**src/rtl/filament_jam_detector_core_assert.svh**
```systemverilog
// ----------------------------------------------------------------------------
// filament jam detector assertion macros
// clocked assertion helpers, one with and one without the reset guard
// ----------------------------------------------------------------------------
`ifndef FILAMENT_JAM_DETECTOR_CORE_ASSERT_SVH
`define FILAMENT_JAM_DETECTOR_CORE_ASSERT_SVH

`ifndef ASSERT_OFF
// property checked on every clock edge outside reset
`define FJD_ASSERT(label, prop, msg) \
  label: assert property (@(posedge clk) disable iff (rst) prop) else $error(msg);
// property checked on every clock edge, reset included
`define FJD_ASSERT_ALWAYS(label, prop, msg) \
  label: assert property (@(posedge clk) prop) else $error(msg);
`else
`define FJD_ASSERT(label, prop, msg)
`define FJD_ASSERT_ALWAYS(label, prop, msg)
`endif

`endif

```
**src/rtl/fjd_pkg.sv**
```systemverilog
// ----------------------------------------------------------------------------
// fjd_pkg
// shared types and constants of the filament jam detector
// ----------------------------------------------------------------------------
package fjd_pkg;

  localparam int unsigned POS_W   = 31;
  localparam int unsigned MOVED_W = 32;
  localparam int unsigned PPM_W   = 16;
  localparam int unsigned PROD_W  = POS_W + PPM_W;
  localparam int unsigned CFG_W   = 16;

  // event codes
  typedef enum logic [2:0] {
    MODE_PULSE   = 3'd0,
    MODE_TICK    = 3'd1,
    MODE_BULGE   = 3'd2,
    MODE_DISABLE = 3'd3,
    MODE_ENABLE  = 3'd4,
    MODE_RESUME  = 3'd5,
    MODE_STATUS  = 3'd6
  } mode_t;

  // register indexes
  localparam logic [1:0] CFG_CHECK_PERIOD = 2'd0;
  localparam logic [1:0] CFG_PULSE_SCALE  = 2'd1;
  localparam logic [1:0] CFG_BULGE_ENABLE = 2'd2;

  localparam logic [7:0]       CHECK_PERIOD_RST = 8'd2;
  localparam logic [PPM_W-1:0] PULSE_SCALE_RST  = 16'd256;

  // alarm codes
  localparam logic [1:0] ALARM_NONE  = 2'd0;
  localparam logic [1:0] ALARM_JAM   = 2'd1;
  localparam logic [1:0] ALARM_BULGE = 2'd2;

  typedef struct packed {
    logic             en;
    logic [1:0]       index;
    logic [CFG_W-1:0] data;
  } cfg_wr_t;

  typedef struct packed {
    logic              bulge_level;
    logic [POS_W-1:0]  position;
    logic [2:0]        mode;
  } item_t;

  typedef struct packed {
    logic [MOVED_W-1:0] moved_since_check;
    logic [15:0]        pulses_seen;
    logic               is_enabled;
    logic               is_suspended;
    logic               suspend_request;
    logic [1:0]         alarm_kind;
  } result_t;

endpackage

```
**src/rtl/fjd_step.sv**
```systemverilog
// ----------------------------------------------------------------------------
// fjd_step
// detector state, config registers and the per-event update logic
// ----------------------------------------------------------------------------
module fjd_step
  import fjd_pkg::*;
(
  input  logic    clk,
  input  logic    rst,
  input  cfg_wr_t cfg,
  input  logic    fire,
  input  item_t   item,
  output result_t result
);

  logic [7:0]       check_period;
  logic [PPM_W-1:0] ppm_scale;
  logic             bulge_enable;

  logic [15:0]      pulse_counter, pulse_counter_next;
  logic [7:0]       seconds_elapsed, seconds_elapsed_next;
  logic [POS_W-1:0] last_position, last_position_next;
  logic             last_valid, last_valid_next;
  logic             enabled_flag, enabled_flag_next;
  logic             suspended_flag, suspended_flag_next;
  logic             alarm_pending, alarm_pending_next;
  logic             bulge_seen, bulge_seen_next;

  logic signed [MOVED_W-1:0] diff;
  logic [PROD_W-1:0]         product;
  logic                      needed_nz;
  logic [7:0]                seconds_inc;

  // shared position difference, used by the check and by status
  assign diff = $signed({item.position[POS_W-1], item.position})
              - $signed({last_position[POS_W-1], last_position});
  assign product = {{PPM_W{1'b0}}, diff[POS_W-1:0]} * {{POS_W{1'b0}}, ppm_scale};
  assign needed_nz = |product[PROD_W-1:16];
  assign seconds_inc = (seconds_elapsed == 8'hFF) ? seconds_elapsed : seconds_elapsed + 8'd1;

  always_comb begin
    pulse_counter_next   = pulse_counter;
    seconds_elapsed_next = seconds_elapsed;
    last_position_next   = last_position;
    last_valid_next      = last_valid;
    enabled_flag_next    = enabled_flag;
    suspended_flag_next  = suspended_flag;
    alarm_pending_next   = alarm_pending;
    bulge_seen_next      = bulge_seen;
    result               = '0;

    unique case (item.mode)
      MODE_PULSE: begin
        if (pulse_counter != 16'hFFFF) pulse_counter_next = pulse_counter + 16'd1;
      end
      MODE_TICK: begin
        if (seconds_inc >= check_period) begin
          seconds_elapsed_next = '0;
          if (!suspended_flag && enabled_flag) begin
            pulse_counter_next = '0;
            last_position_next = item.position;
            last_valid_next    = 1'b1;
            if (last_valid && !diff[MOVED_W-1] && needed_nz && pulse_counter == '0)
              alarm_pending_next = 1'b1;
          end
        end else begin
          seconds_elapsed_next = seconds_inc;
        end
      end
      MODE_BULGE: begin
        if (bulge_enable && !suspended_flag && item.bulge_level) begin
          alarm_pending_next = 1'b1;
          bulge_seen_next    = 1'b1;
        end
      end
      MODE_DISABLE: begin
        enabled_flag_next  = 1'b0;
        last_position_next = item.position;
        last_valid_next    = 1'b1;
      end
      MODE_ENABLE: begin
        pulse_counter_next = '0;
        last_position_next = item.position;
        last_valid_next    = 1'b1;
        enabled_flag_next  = 1'b1;
      end
      MODE_RESUME: begin
        if (suspended_flag) begin
          pulse_counter_next  = '0;
          last_valid_next     = 1'b0;
          suspended_flag_next = 1'b0;
        end
      end
      MODE_STATUS: begin
        if (last_valid) result.moved_since_check = diff;
      end
      default: begin
      end
    endcase

    // report a pending alarm once enabled
    if (enabled_flag_next && alarm_pending_next) begin
      alarm_pending_next = 1'b0;
      if (bulge_seen_next) begin
        result.alarm_kind = ALARM_BULGE;
        bulge_seen_next   = 1'b0;
      end else begin
        result.alarm_kind = ALARM_JAM;
      end
      if (!suspended_flag_next) begin
        suspended_flag_next    = 1'b1;
        result.suspend_request = 1'b1;
      end
    end

    result.is_suspended = suspended_flag_next;
    result.is_enabled   = enabled_flag_next;
    result.pulses_seen  = pulse_counter_next;
  end

  always_ff @(posedge clk) begin
    if (rst) begin
      check_period    <= CHECK_PERIOD_RST;
      ppm_scale       <= PULSE_SCALE_RST;
      bulge_enable    <= 1'b0;
      pulse_counter   <= '0;
      seconds_elapsed <= '0;
      last_position   <= '0;
      last_valid      <= 1'b0;
      enabled_flag    <= 1'b1;
      suspended_flag  <= 1'b0;
      alarm_pending   <= 1'b0;
      bulge_seen      <= 1'b0;
    end else if (cfg.en) begin
      unique case (cfg.index)
        CFG_CHECK_PERIOD: begin
          check_period    <= cfg.data[7:0];
          seconds_elapsed <= '0;
        end
        CFG_PULSE_SCALE:  ppm_scale <= cfg.data;
        CFG_BULGE_ENABLE: bulge_enable <= cfg.data[0];
        default: begin
        end
      endcase
    end else if (fire) begin
      pulse_counter   <= pulse_counter_next;
      seconds_elapsed <= seconds_elapsed_next;
      last_position   <= last_position_next;
      last_valid      <= last_valid_next;
      enabled_flag    <= enabled_flag_next;
      suspended_flag  <= suspended_flag_next;
      alarm_pending   <= alarm_pending_next;
      bulge_seen      <= bulge_seen_next;
    end
  end

endmodule

```
**src/rtl/filament_jam_detector_core.sv**
```systemverilog
// ----------------------------------------------------------------------------
// filament_jam_detector_core
// filament jam and bulge detector with stream event input and status output
// ----------------------------------------------------------------------------
// Every event request yields exactly one status request. The core takes one
// event per clock: an event lands in the input register, is evaluated by a
// single pass through the step logic (one 31x16 multiply and a compare
// against the needed-pulse threshold) once it can advance, and is written to
// the output register, so throughput is one event per cycle as long as the
// output side takes its requests. When the output register is full and
// m_tready is low the input register holds and s_tready drops.
// Configuration writes are taken at any edge with cfg_wr_en high and must
// only be issued while no event is in flight; writing the check period also
// restarts the seconds count. Positions are signed 1/256 mm, the pulse scale
// (pulses per mm) is unsigned Q8.8, and a check raises a jam when a forward
// move needs at least one pulse while none was counted.
module filament_jam_detector_core
  import fjd_pkg::*;
(
  input  logic        clk,
  input  logic        rst,
  // config write port
  input  logic        cfg_wr_en,
  input  logic [1:0]  cfg_index,
  input  logic [15:0] cfg_data,
  // event stream
  input  logic        s_tvalid,
  output logic        s_tready,
  input  logic [31:0] s_tdata,   // position[30:0], bulge_level[31]
  input  logic [2:0]  s_tuser,   // mode[2:0]
  // status stream
  output logic        m_tvalid,
  input  logic        m_tready,
  output logic [55:0] m_tdata    // alarm_kind[1:0], suspend_request[2], is_suspended[3],
                                 // is_enabled[4], pulses_seen[20:5],
                                 // moved_since_check[52:21], zero pad[55:53]
);

  `include "filament_jam_detector_core_assert.svh"

  // input register
  logic    in_valid;
  item_t   in_item;
  // output register
  logic    out_valid;
  result_t out_result;

  logic    advance;
  cfg_wr_t cfg;
  result_t step_result;

  // the held event moves on when the output slot is free or being drained
  assign advance  = in_valid && (!out_valid || m_tready);
  assign s_tready = !in_valid || advance;

  assign cfg.en    = cfg_wr_en;
  assign cfg.index = cfg_index;
  assign cfg.data  = cfg_data;

  always_ff @(posedge clk) begin
    if (rst) begin
      in_valid <= 1'b0;
    end else if (s_tready) begin
      in_valid <= s_tvalid;
    end
  end

  // payload needs no reset
  always_ff @(posedge clk) begin
    if (s_tready && s_tvalid) begin
      in_item.mode        <= s_tuser;
      in_item.position    <= s_tdata[POS_W-1:0];
      in_item.bulge_level <= s_tdata[POS_W];
    end
  end

  // state, config and per-event logic
  fjd_step u_step (
    .clk    (clk),
    .rst    (rst),
    .cfg    (cfg),
    .fire   (advance),
    .item   (in_item),
    .result (step_result)
  );

  always_ff @(posedge clk) begin
    if (rst) begin
      out_valid <= 1'b0;
    end else if (advance) begin
      out_valid <= 1'b1;
    end else if (m_tready) begin
      out_valid <= 1'b0;
    end
  end

  always_ff @(posedge clk) begin
    if (advance) begin
      out_result <= step_result;
    end
  end

  assign m_tvalid = out_valid;
  assign m_tdata  = {3'b000, out_result};

  // a suspend request always comes with an alarm and a suspended flag
  `FJD_ASSERT(a_req_has_alarm, out_valid && out_result.suspend_request |-> out_result.is_suspended && out_result.alarm_kind != ALARM_NONE, "suspend request without alarm")
  // alarm code 3 is never produced
  `FJD_ASSERT(a_alarm_code, out_valid |-> out_result.alarm_kind != 2'd3, "bad alarm code")
  // back-pressure only ever comes from a held event
  `FJD_ASSERT_ALWAYS(a_stall_src, !s_tready |-> in_valid && out_valid && !m_tready, "stall without a full pipeline")
  // an evaluated event is always presented next cycle
  `FJD_ASSERT(a_adv_out, advance |=> m_tvalid, "evaluated event lost")

endmodule

```
**config.mk**
```make
export PLATFORM = sky130hd
export DESIGN_NAME = filament_jam_detector_core
export DESIGN_NICKNAME = d
export VERILOG_FILES = /design/src/rtl/fjd_pkg.sv /design/src/rtl/fjd_step.sv /design/src/rtl/filament_jam_detector_core.sv
export VERILOG_INCLUDE_DIRS = /design/src /design/src/rtl
export SDC_FILE = /design/constraint.sdc
export NUM_CORES = 1
export LEC_CHECK = 0
export BUFFER_PORTS_ARGS = -buffer_cell sky130_fd_sc_hd__buf_4
export CORE_ASPECT_RATIO = 0.5
export CORE_UTILIZATION = 65
export CTS_BUF_LIST = sky130_fd_sc_hd__clkbuf_4
export CTS_CLUSTER_DIAMETER = 50
export DETAILED_ROUTE_END_ITERATION = 8
export PLACE_DENSITY = 0.87
export SKIP_LAST_GASP = 1
export SLEW_MARGIN = 5
export SYNTH_ARGS = -nofsm -noshare
export SYNTH_HDL_FRONTEND = slang
export SYNTH_SLANG_ARGS = --single-unit
```
**constraint.sdc**
```tcl
create_clock -name clk -period 12.48 [get_ports clk]
set_input_delay 0.624 -clock clk [delete_from_list [all_inputs] [get_ports clk]]
set_output_delay 0.624 -clock clk [all_outputs]
set_load 0.05 [all_outputs]
```
**Word level (Yosys, flattened, before mapping)**

Index checks and enable logic that the tools add are counted.

- Register bits after elaboration: 175
- Input port bits: 58
- Logic and storage cells: 109

- $add $sub $neg: 3
- Multipliers: 1
- Magnitude comparators: 1
- Equality and inequality tests: 14
- Multiplexer cells: 34
- Bitwise operators: 1
- Reductions and logical operators: 33

Operator list:

| operator | number |
|---|---|
| 2-to-1 mux 16 bit | 4 |
| case mux 16 bit (4 select lines) | 1 |
| 2-to-1 mux 31 bit | 2 |
| case mux 31 bit (2 select lines) | 1 |
| 2-to-1 mux 8 bit | 6 |
| multiplier 31 x 16 -> 47 bit | 1 |
| subtractor 31 x 31 -> 32 bit | 1 |
| OR reduction 31 bit | 1 |
| adder 16 x 1 -> 16 bit (second input constant) | 1 |
| logical NOT 16 bit | 1 |
| 2-to-1 mux 1 bit | 16 |
| != test 16 bit (second input constant) | 1 |
| AND reduction 2 bit | 5 |
| equality test 3 bit (second input constant) | 3 |
| logical AND 1 bit | 9 |
| adder 8 x 1 -> 8 bit (second input constant) | 1 |
| equality test 8 bit (second input constant) | 1 |
| >= comparator 8 bit | 1 |
| != test 2 x 1 -> 1 bit (second input constant) | 4 |
| nonzero test 2 bit | 4 |
| equality test 3 x 2 -> 1 bit (second input constant) | 2 |
| AND reduction 6 bit | 1 |
| AND reduction 5 bit | 1 |
| logical NOT 1 bit | 4 |
| other kinds (13) | 15 |

**Depth between registers and ports, before layout**

Gate-level depths: netlist (run 1).

- Depth after elaboration: 11
- Mapped depth: 38

**Cells and area by module**

A second synthesis (run 1) with hierarchy kept.

- Cells, all modules: 2682
- Area total of the unflattened synthesis: 24238.2 um^2

Modules (own cells, without submodules):

| module | times used | cells each | area each (um^2) | sequential area each (um^2) |
|---|---|---|---|---|
| fjd_step | 1 | 2580 | 21465.6 | 1701.6 |
| filament_jam_detector_core | 1 | 102 | 2772.7 | 2682.6 |

**Least setup slack after synthesis (run 1)**

No wires, ideal clock.

- Kind: register to register
- From: register in_item[3] (netlist name)
- To: register out_result (netlist bit m_tdata[3]) (data pin)
- Data arrival time: 9.620 ns
- Data required time: 12.213 ns
- Path slack: 2.593 ns
- Cell stages (with the launch flop): 38
- Path buffers: 1
- Period minus slack after synthesis: 9.887 ns
- Cells stage by stage: edfxtp_1 -> inv_1 -> ha_1 -> inv_1 -> fa_1 -> a21o_1 -> a21oi_1 -> o21ai_0 -> a31oi_1 -> o311a_1 -> a2111oi_2 -> o31ai_1 -> a21boi_0 -> o32a_1 -> xor2_1 -> clkbuf_1 -> nand2_1 -> fa_1 -> [... 2 more ...] -> fa_1 -> inv_1 -> fa_1 -> fa_1 -> fa_1 -> inv_1 -> ha_1 -> a21o_1 -> o21bai_1 -> a21oi_1 -> xnor2_1 -> a211o_1 -> a221o_1 -> or4_1 -> nor4_2 -> nand4_1 -> nor4_4 -> o21ai_1

RTL lines:

| what | line | text |
|---|---|---|
| start: declaration | filament_jam_detector_core.sv:43 | `item_t in_item;` |
| end signal: assignment | filament_jam_detector_core.sv:99 | `out_result <= step_result;` |
| end: declaration | filament_jam_detector_core.sv:46 | `result_t out_result;` |

==> flow_metrics.py, run 1 <==
metrics = {
    "yosys": {
        "syn_area_sq_mm": 0.02390,
        "yosysWarnings": 0,
        "postSynthCellCount": 2633,
        "synth-seq-area-share": 0.1834,
        "ys_ff_latch": 175,
        "synth_enable_flop_cells": 88,
        "synth_cell_types": 86,
        "synth.avg_cell_area_sq_um": 9.077,
        "ys.flop_type": "edfxtp_1",
        "async_flop_share": 0,
    },
    "critical_path": {
        "timing.rr.end": "m_tdata[3]",
        "critPathMostFrequentCell": "fa_1",
        "path_buf_inv": 6,
        "worstPathMaxFanout": 17,
        "r2r_cells": 37,
        "r2r_slack_ns": 1.48,
        "cp.required_ns": 12.82,
        "critPathCaptureType": "register",
        "slowest_delay_ns": 0.57,
        "path_delay_family": "compound AO/OA/AOI/OAI gates",
        "criticalPathCategory": "reg -> reg",
        "cp-start-kind": "register",
        "crit_slowest_cell": "nor4_4",
        "regToRegStartpoint": "in_item[3]",
        "cp.arrival_ns": 11.34,
    },
    "timing": {
        "fin_crit_sh": 0.8811,
        "finalSetupViolCount": 0,
        "slew_headroom": 0.2492,
        "drv_slew": 0,
        "skew_ns": 0.02922,
        "fmax_mhz": 90.94,
        "rsz0062_at_grt": "no",
        "min_period_ns": 11.00,
        "setup_tns_ns": 0,
        "worstMarginPinSlew_ns": 1.124,
        "hold_viol": 0,
    },
    "drt": {
        "dr_total_vias": 19210,
        "dr.pass1.iters": 6,
        "wl_per_cell_um": 19.77,
        "drc": 0,
        "ant_nets": 0,
        "via_per_inst": 6.052,
        "dr.first_iter.drc_count": 1454,
        "routed_wl_um": 62760,
    },
    "clock_tree": {
        "clock-sinks": 175,
        "postCtsSetupRepairBufs": 0,
        "cts_buffer_depth": 2,
        "ctsResizeCount": 0,
        "clk_latency_ns": 0.61,
        "path_clk_slew_ns": 0.16,
        "numCtsBuffers": 17,
        "cts-htree-levels": 4,
        "ctsHoldBuffers": 0,
        "cts_root_buf": "clkbuf_4",
        "cts_tree": "built",
    },
    "pwr": {
        "vdd_drop_max_v": 0.00007347,
        "leakage_nw": 10.20,
        "power_density_mw_per_mm2": 101.8,
    },
    "placed_design": {
        "place_inst": 3141,
        "dp_hpwl_um": 48370,
        "gp_congestion": 0.9909,
        "port_buffers": 112,
    },
    "floorplanning": {
        "coreArea_sq_mm": 0.03605,
        "row_count": 49,
        "io-pin-count": 116,
        "initial_core_util": 0.6630,
        "die_area_sq_mm": 0.03759,
        "die_y_um": 137.6,
        "fp.dieW_um": 273.2,
    },
    "grt": {
        "grt_max_degree": 90,
        "antenna_found_initial": 1,
        "grt_overflow": 0,
        "grt_pass1_wl_um": 101400,
        "grt_pass1_vias": 19900,
        "track_usage": 0.3465,
    },
    "outcome": {
        "status": "finished clean",
    },
    "cells_and_area": {
        "layout_common_cells": "nand2_1, fa_1, inv_1",
        "nNetsFinal": 3296,
        "final_common_cell": "nand2_1",
        "stdcell_count": 3174,
        "fillers": 2656,
        "area_growth_syn_to_layout_pct": 6.822,
        "layout-drive-gt1-share": 0.08330,
    },
    "hold_path": {
        "min_from": "s_tdata[8]",
        "hp-class": "in -> reg",
        "hold_depth": 1,
        "hold_end": "in_item[11]",
    },
    "job": {
        "cap_violations": 0,
    },
}
==> worst max path at each step <==
| stage | start | to | slack [ns] | cells past startpoint |
|---|---|---|---|---|
| global route | in_item[3] | m_tdata[3] | 0.96 | 36 |
| finish | in_item[3] | m_tdata[3] | 1.48 | 37 |
| floorplan | in_item[3] | m_tdata[3] | 2.59 | 37 |
| global placement | in_item[3] | m_tdata[3] | 1.80 | 36 |
| detailed placement | in_item[3] | m_tdata[3] | 1.64 | 37 |
| CTS | in_item[3] | m_tdata[3] | 1.58 | 37 |
==> synth_stat cells (9+ instances only) <==
cell,number,area share
a21o_1,25,0.0079
o21ai_0,56,0.012
o21bai_1,9,0.0028
fa_1,404,0.34
a211oi_1,12,0.0038
xor2_1,18,0.0066
clkbuf_1,122,0.019
o21a_1,14,0.0044
xnor2_1,36,0.013
nand2_1,485,0.076
nand4_1,24,0.0063
nor2b_1,24,0.0063
o31ai_1,9,0.0028
nand3_1,32,0.0067
nor3_1,22,0.0046
a21oi_1,123,0.026
edfxtp_1,88,0.11
nand2b_1,12,0.0031
inv_1,346,0.054
ha_1,158,0.083
dfxtp_1,87,0.073
mux2i_1,37,0.015
nor2_1,142,0.022
and3_1,12,0.0031
a31oi_1,21,0.0055
o211ai_1,9,0.0028
nor4_1,11,0.0029
and2_1,150,0.039
==> routing by layer <==
metal,GRT usage,vias to the layer above,wire (um)
met1,0.4444,9552,24800
met4,0.1381,0,2299
met5,0,-,0
li1,-,8515,-
met3,0.06988,197,5652
met2,0.5834,944,30000
==> power by group <==
part / total, W / internal (W) / switching, W
Clock: 0.000368 / 0.000149 / 0.000219
Sequential: 0.000636 / 0.000623 / 0.0000128
Combinational: 0.00160 / 0.000585 / 0.00101
==> cell type report <==
class | count | area (sq um) | share of cell area
clock buffer | 18 | 135.1 | 0.005293
inverter | 347 | 1305 | 0.05112
tap | 484 | 605.6 | 0.02372
antenna | 1 | 2.502 | 0.00009802
multi-input combinational | 1972 | 17670 | 0.6923
clock inverter | 14 | 198.9 | 0.007793
timing repair buffer | 163 | 1224 | 0.04793
sequential | 175 | 4384 | 0.1717
==> worst register-to-register path: cells and delay by family (launching register included) <==
family,cells,cell delay [ns]
xor+xnor,1,0.18
compound gates,16,4.00
buf+inv,6,0.57
fa+ha+maj,9,3.94
flops,1,0.42
simple gates,5,1.63
==> through the flow <==
step	util	hold slack [ns]	area (sq um)	total power, W	worst slack, ns
finish	0.7082	0.1905	25530	0.002599	1.484
global route	0.7082	0.1583	25530	0.002799	0.9580
CTS	0.7081	0.1472	25530	0.002590	1.584
detailed placement	0.6988	0.4485	25190	0.002212	1.644
global placement	0.6988	0.4356	25190	0.002188	1.798
floorplan	-	0.4271	23910	0.001799	2.593
==> kinds of logic (layout without fill, tap and decap cells) <==
group	count (synthesis)	count (layout)	synth area share
compound gates	352	352	0.09471
xor+xnor	54	54	0.01979
fa+ha+maj	562	562	0.4211
buf+inv	488	542	0.07801
flops	175	175	0.1834
mux	38	38	0.01597
other cells	1	4	0.0001569
simple gates	963	963	0.1868
==> sequential cells by signal, indices dropped and copies added (netlist names), 8 cells and up <==
signal                  count
in_item                    35
m_tdata                    53
u_step.check_period         8
u_step.last_position       31
u_step.ppm_scale           16
u_step.pulse_counter       16
u_step.seconds_elapsed      8
(Power assumes the default switching activity.)
==> run 2, diff against run 1 <==
Clock period 12.48 ns to 10.3 ns, I/O delays scaled along.
==> run 2 against run 1 <==
Against the previous run:
- utilization is 1.2 points higher
- worst setup slack got worse by 1.1 ns
- first-iteration DRC count is 16% higher
- combinational power rose by 31%
- cell count grew 1.1%
- register-to-register slack lost 1.1 ns
- largest cell class unchanged
- highest routed layer is now met5
==> flow_metrics.py, run 2 (synthesized netlist as in run 1, its figures left out) <==
metrics = {
    "outcome": {
        "status": "finished clean",
    },
    "timing": {
        "min_period_ns": 9.946,
        "skew_ns": 0.03541,
        "drv_slew": 0,
        "slew_headroom": 0.1214,
        "timing.hold.ws_ns": 0.06917,
        "fmax_mhz": 100.5,
        "worstMarginPinSlew_ns": 1.316,
        "finalSetupViolCount": 0,
        "fin_crit_sh": 0.9657,
        "hold_viol": 0,
    },
    "clock_tree": {
        "clock-sinks": 175,
        "cts-htree-levels": 4,
        "cts_tree": "built",
        "path_clk_slew_ns": 0.16,
        "cts_root_buf": "clkbuf_4",
        "numCtsBuffers": 17,
        "clk_latency_ns": 0.62,
        "cts_buffer_depth": 2,
    },
    "cells_and_area": {
        "layout_common_cells": "nand2_1, fa_1, inv_1",
        "stdcell_count": 3210,
        "fillers": 2647,
        "final_util": 0.7200,
        "final_common_cell": "nand2_1",
        "nNetsFinal": 3331,
        "largest_reg_flops": 53,
        "layout-drive-gt1-share": 0.1061,
        "area_growth_syn_to_layout_pct": 8.602,
    },
    "critical_path": {
        "cp-start-kind": "register",
        "criticalPathCategory": "reg -> reg",
        "critPathCaptureType": "register",
        "worstPathMaxFanout": 7,
        "crit_slowest_cell": "or4_1",
        "cp.required_ns": 10.69,
        "cp.arrival_ns": 10.33,
        "r2r_cells": 37,
        "slowest_delay_ns": 0.56,
        "critPathMostFrequentCell": "fa_1",
    },
    "pwr": {
        "power_density_mw_per_mm2": 126.5,
        "leakage_nw": 10.43,
        "vdd_drop_max_v": 0.0001057,
    },
    "floorplanning": {
        "row_count": 49,
        "die_y_um": 137.6,
        "fp.dieW_um": 273.2,
        "coreArea_sq_mm": 0.03605,
        "initial_core_util": 0.6630,
        "io-pin-count": 116,
        "die_area_sq_mm": 0.03759,
    },
    "placed_design": {
        "port_buffers": 112,
        "place_inst": 3171,
        "dp_hpwl_um": 50990,
        "gp_congestion": 0.9998,
    },
    "drt": {
        "wl_per_cell_um": 20.40,
        "routed_wl_um": 65490,
        "dr.first_iter.drc_count": 1693,
        "dr_total_vias": 19560,
        "dr.pass1.iters": 5,
        "via_per_inst": 6.093,
        "drc": 0,
        "ant_nets": 0,
    },
    "grt": {
        "grt_max_degree": 90,
        "grt_pass1_vias": 19930,
        "antenna_found_initial": 5,
        "track_usage": 0.3589,
        "grt_pass1_wl_um": 103800,
        "grt_overflow": 0,
    },
    "hold_path": {
        "hold_depth": 1,
        "hp-class": "in -> reg",
    },
    "job": {
        "cap_violations": 0,
    },
}
[run 2: where the power goes]
part | internal (W) | switching, W
Combinational | 0.000814 | 0.00129
Clock | 0.000113 | 0.000286
Sequential | 0.000755 | 0.0000276
[run 2: worst paths after layout]
check	start	end	slack, ns
hold reg to reg	u_step.alarm_pending	u_step.alarm_pending	0.47
hold / removal	s_tdata[20]	in_item[23]	0.07
setup / recovery	in_item[3]	m_tdata[3]	0.35
setup reg to reg	in_item[3]	m_tdata[3]	0.35
[run 2: timing repair]
item / in CTS / in global routing
setup endpoints to repair: 4 / 6
endpoints found under the hold margin: 0 / 0
pin swaps: 1 / 13
gates cloned: 0 / 0
gates resized for setup: 2 / 33
buffers inserted: 0 / 5
hold buffers: 0 / 0
[run 2: metal layers]
metal	up-vias	share of wire	track usage
met5	-	0.00020	0
met4	2	0.045	0.1595
met3	232	0.11	0.08906
met2	1093	0.47	0.5952
met1	9639	0.38	0.4504
li1	8592	-	-
[run 2: worst max-delay path: cells and delay by family (launching register included)]
family | cells | cell delay, ns
buffers and inverters | 6 | 0.46
adder cells (fa/ha/maj) | 9 | 3.90
flip-flops | 1 | 0.41
XOR/XNOR | 2 | 0.29
AO/OA/AOI/OAI | 15 | 3.31
AND/OR/NAND/NOR | 5 | 1.34
[run 2: layout make-up]
type | count | area, sq um | area share
multi-input combinational | 1972 | 17830 | 0.6868
sequential | 175 | 4385 | 0.1690
timing repair buffer | 198 | 1535 | 0.05915
inverter | 347 | 1305 | 0.05028
tap | 484 | 605.6 | 0.02333
clock inverter | 15 | 163.9 | 0.006315
clock buffer | 17 | 127.6 | 0.004917
antenna | 2 | 5.005 | 0.0001928
[run 2: metrics by stage]
stage | total power [W] | setup TNS, ns | instance area, sq um | setup WS [ns]
final | 0.003283 | 0 | 25950 | 0.3538
after global routing | 0.003536 | -0.2556 | 25950 | -0.06632
after CTS | 0.003185 | 0 | 25770 | 0.01977
after detailed placement | 0.002776 | 0 | 25470 | 0.01157
after global placement | 0.002741 | 0 | 25470 | 0.2095
after floorplan | 0.002180 | 0 | 23910 | 0.4128
==> run 3, diff against run 2 <==
Settings changed: REMOVE_ABC_BUFFERS from default to 1.
==> run 3 against run 2 <==
Against the previous run:
- largest cell class unchanged
- combinational power increased by 3%
- die area unchanged
- count of clock-buffer cells in the layout unchanged
- critical path type unchanged
- register-to-register slack got worse by 0.04 ns
==> flow_metrics.py, run 3 (synthesized netlist as in run 1, its figures left out) <==
metrics = {
    "clock_tree": {
        "clk_latency_ns": 0.65,
        "cts_buffer_depth": 2,
        "clock-sinks": 175,
        "numCtsBuffers": 17,
        "cts-htree-levels": 4,
        "path_clk_slew_ns": 0.19,
        "cts_root_buf": "clkbuf_4",
        "cts_tree": "built",
    },
    "placed_design": {
        "gp_congestion": 1.052,
        "port_buffers": 112,
        "dp_hpwl_um": 50510,
        "post-place-ws_ns": -0.1182,
    },
    "floorplanning": {
        "initial_core_util": 0.6630,
        "row_count": 49,
        "coreArea_sq_mm": 0.03605,
        "fp.dieW_um": 273.2,
        "io-pin-count": 116,
        "die_area_sq_mm": 0.03759,
        "die_y_um": 137.6,
    },
    "job": {
        "cap_violations": 0,
    },
    "timing": {
        "min_period_ns": 9.990,
        "finalSetupViolCount": 0,
        "timing.hold.ws_ns": 0.03314,
        "worstMarginPinSlew_ns": 1.323,
        "drv_slew": 0,
        "fmax_mhz": 100.1,
        "slew_headroom": 0.1135,
        "skew_ns": 0.04119,
        "fin_crit_sh": 0.9699,
        "hold_viol": 0,
        "layout_setup_ws_ns": 0.3102,
    },
    "grt": {
        "grt_pass1_wl_um": 103200,
        "grt_pass1_vias": 20320,
        "antenna_found_initial": 1,
        "track_usage": 0.3538,
        "grt_overflow": 0,
        "grt_max_degree": 90,
    },
    "critical_path": {
        "cp.required_ns": 10.74,
        "criticalPathCategory": "reg -> reg",
        "worstPathMaxFanout": 17,
        "crit_slowest_cell": "fa_1",
        "r2r_cells": 36,
        "critPathMostFrequentCell": "fa_1",
        "cp.arrival_ns": 10.43,
        "cp-start-kind": "register",
        "slowest_delay_ns": 0.55,
        "critPathCaptureType": "register",
    },
    "cells_and_area": {
        "largest_reg_flops": 53,
        "fillers": 2530,
        "nNetsFinal": 3371,
        "area_growth_syn_to_layout_pct": 10.22,
        "final_common_cell": "nand2_1",
        "layout_common_cells": "nand2_1, fa_1, inv_1",
        "layout-drive-gt1-share": 0.1096,
    },
    "pwr": {
        "vdd_drop_max_v": 0.0001028,
        "power_density_mw_per_mm2": 128.7,
        "leakage_nw": 10.59,
    },
    "drt": {
        "drc": 0,
        "via_per_inst": 6.094,
        "wl_per_cell_um": 20.08,
        "dr_total_vias": 19810,
        "dr.pass1.iters": 7,
        "dr.first_iter.drc_count": 1919,
        "ant_nets": 0,
        "routed_wl_um": 65270,
    },
    "hold_path": {
        "hold_depth": 1,
        "hp-class": "in -> reg",
    },
    "outcome": {
        "status": "finished clean",
    },
}
## run 3: report_power, final
| group | switching [W] | internal [W] | leakage (nW) | total (W) |
|---|---|---|---|---|
| clock network | 0.000308 | 0.000141 | 0.172 | 0.000450 |
| registers | 0.0000248 | 0.000755 | 1.57 | 0.000780 |
| logic | 0.00132 | 0.000838 | 8.85 | 0.00216 |
## run 3: timing repair
action,CTS,global route
gates resized for setup,2,30
pin swaps,0,13
endpoints found under the setup margin,6,6
buffers inserted,0,4
endpoints found under the hold margin,18,3
hold buffers,18,3
## run 3: final timing paths
path | startpoint | end | slack [ns]
max | in_item[4] | m_tdata[3] | 0.31
min | s_tdata[18] | in_item[21] | 0.03
max reg2reg | in_item[4] | m_tdata[3] | 0.31
min reg2reg | u_step.enabled_flag | u_step.enabled_flag | 0.49
## run 3: layout make-up
type | instances | area, sq um | area share
sequential | 175 | 4384 | 0.1664
timing repair buffer | 238 | 1888 | 0.07168
clock inverter | 15 | 211.5 | 0.008027
antenna | 2 | 5.005 | 0.0001900
tap | 484 | 605.6 | 0.02299
clock buffer | 17 | 127.6 | 0.004845
multi-input combinational | 1972 | 17810 | 0.6763
inverter | 347 | 1305 | 0.04954
## run 3: metrics by stage
step / setup TNS [ns] / util / power, W / area [sq um] / cells
after global routing: -0.2087 / 0.7306 / 0.003631 / 26340 / 3249
after CTS: 0 / 0.7253 / 0.003318 / 26150 / 3241
final: 0 / 0.7307 / 0.003389 / 26340 / 3250
after detailed placement: -0.3749 / 0.7105 / 0.002851 / 25610 / 3191
after floorplan: 0 / - / 0.002143 / 23350 / 2494
after global placement: 0 / 0.7105 / 0.002796 / 25610 / 3191
## run 3: metal layers
layer  global-route usage  routed length, um  up-vias
li1                     -                  -     8679
met1               0.4473              25030     9785
met2               0.5823              30540     1119
met3              0.07825               6445      223
met4               0.1750               3247        0
met5                    0                  0        -
## run 3: worst max-delay path: cells and delay by family (launching register included)
| family | cells | cell delay (ns) |
|---|---|---|
| xor+xnor | 2 | 0.28 |
| fa+ha+maj | 8 | 3.61 |
| compound gates | 14 | 3.31 |
| buf+inv | 6 | 0.54 |
| simple gates | 6 | 1.53 |
| flops | 1 | 0.50 |
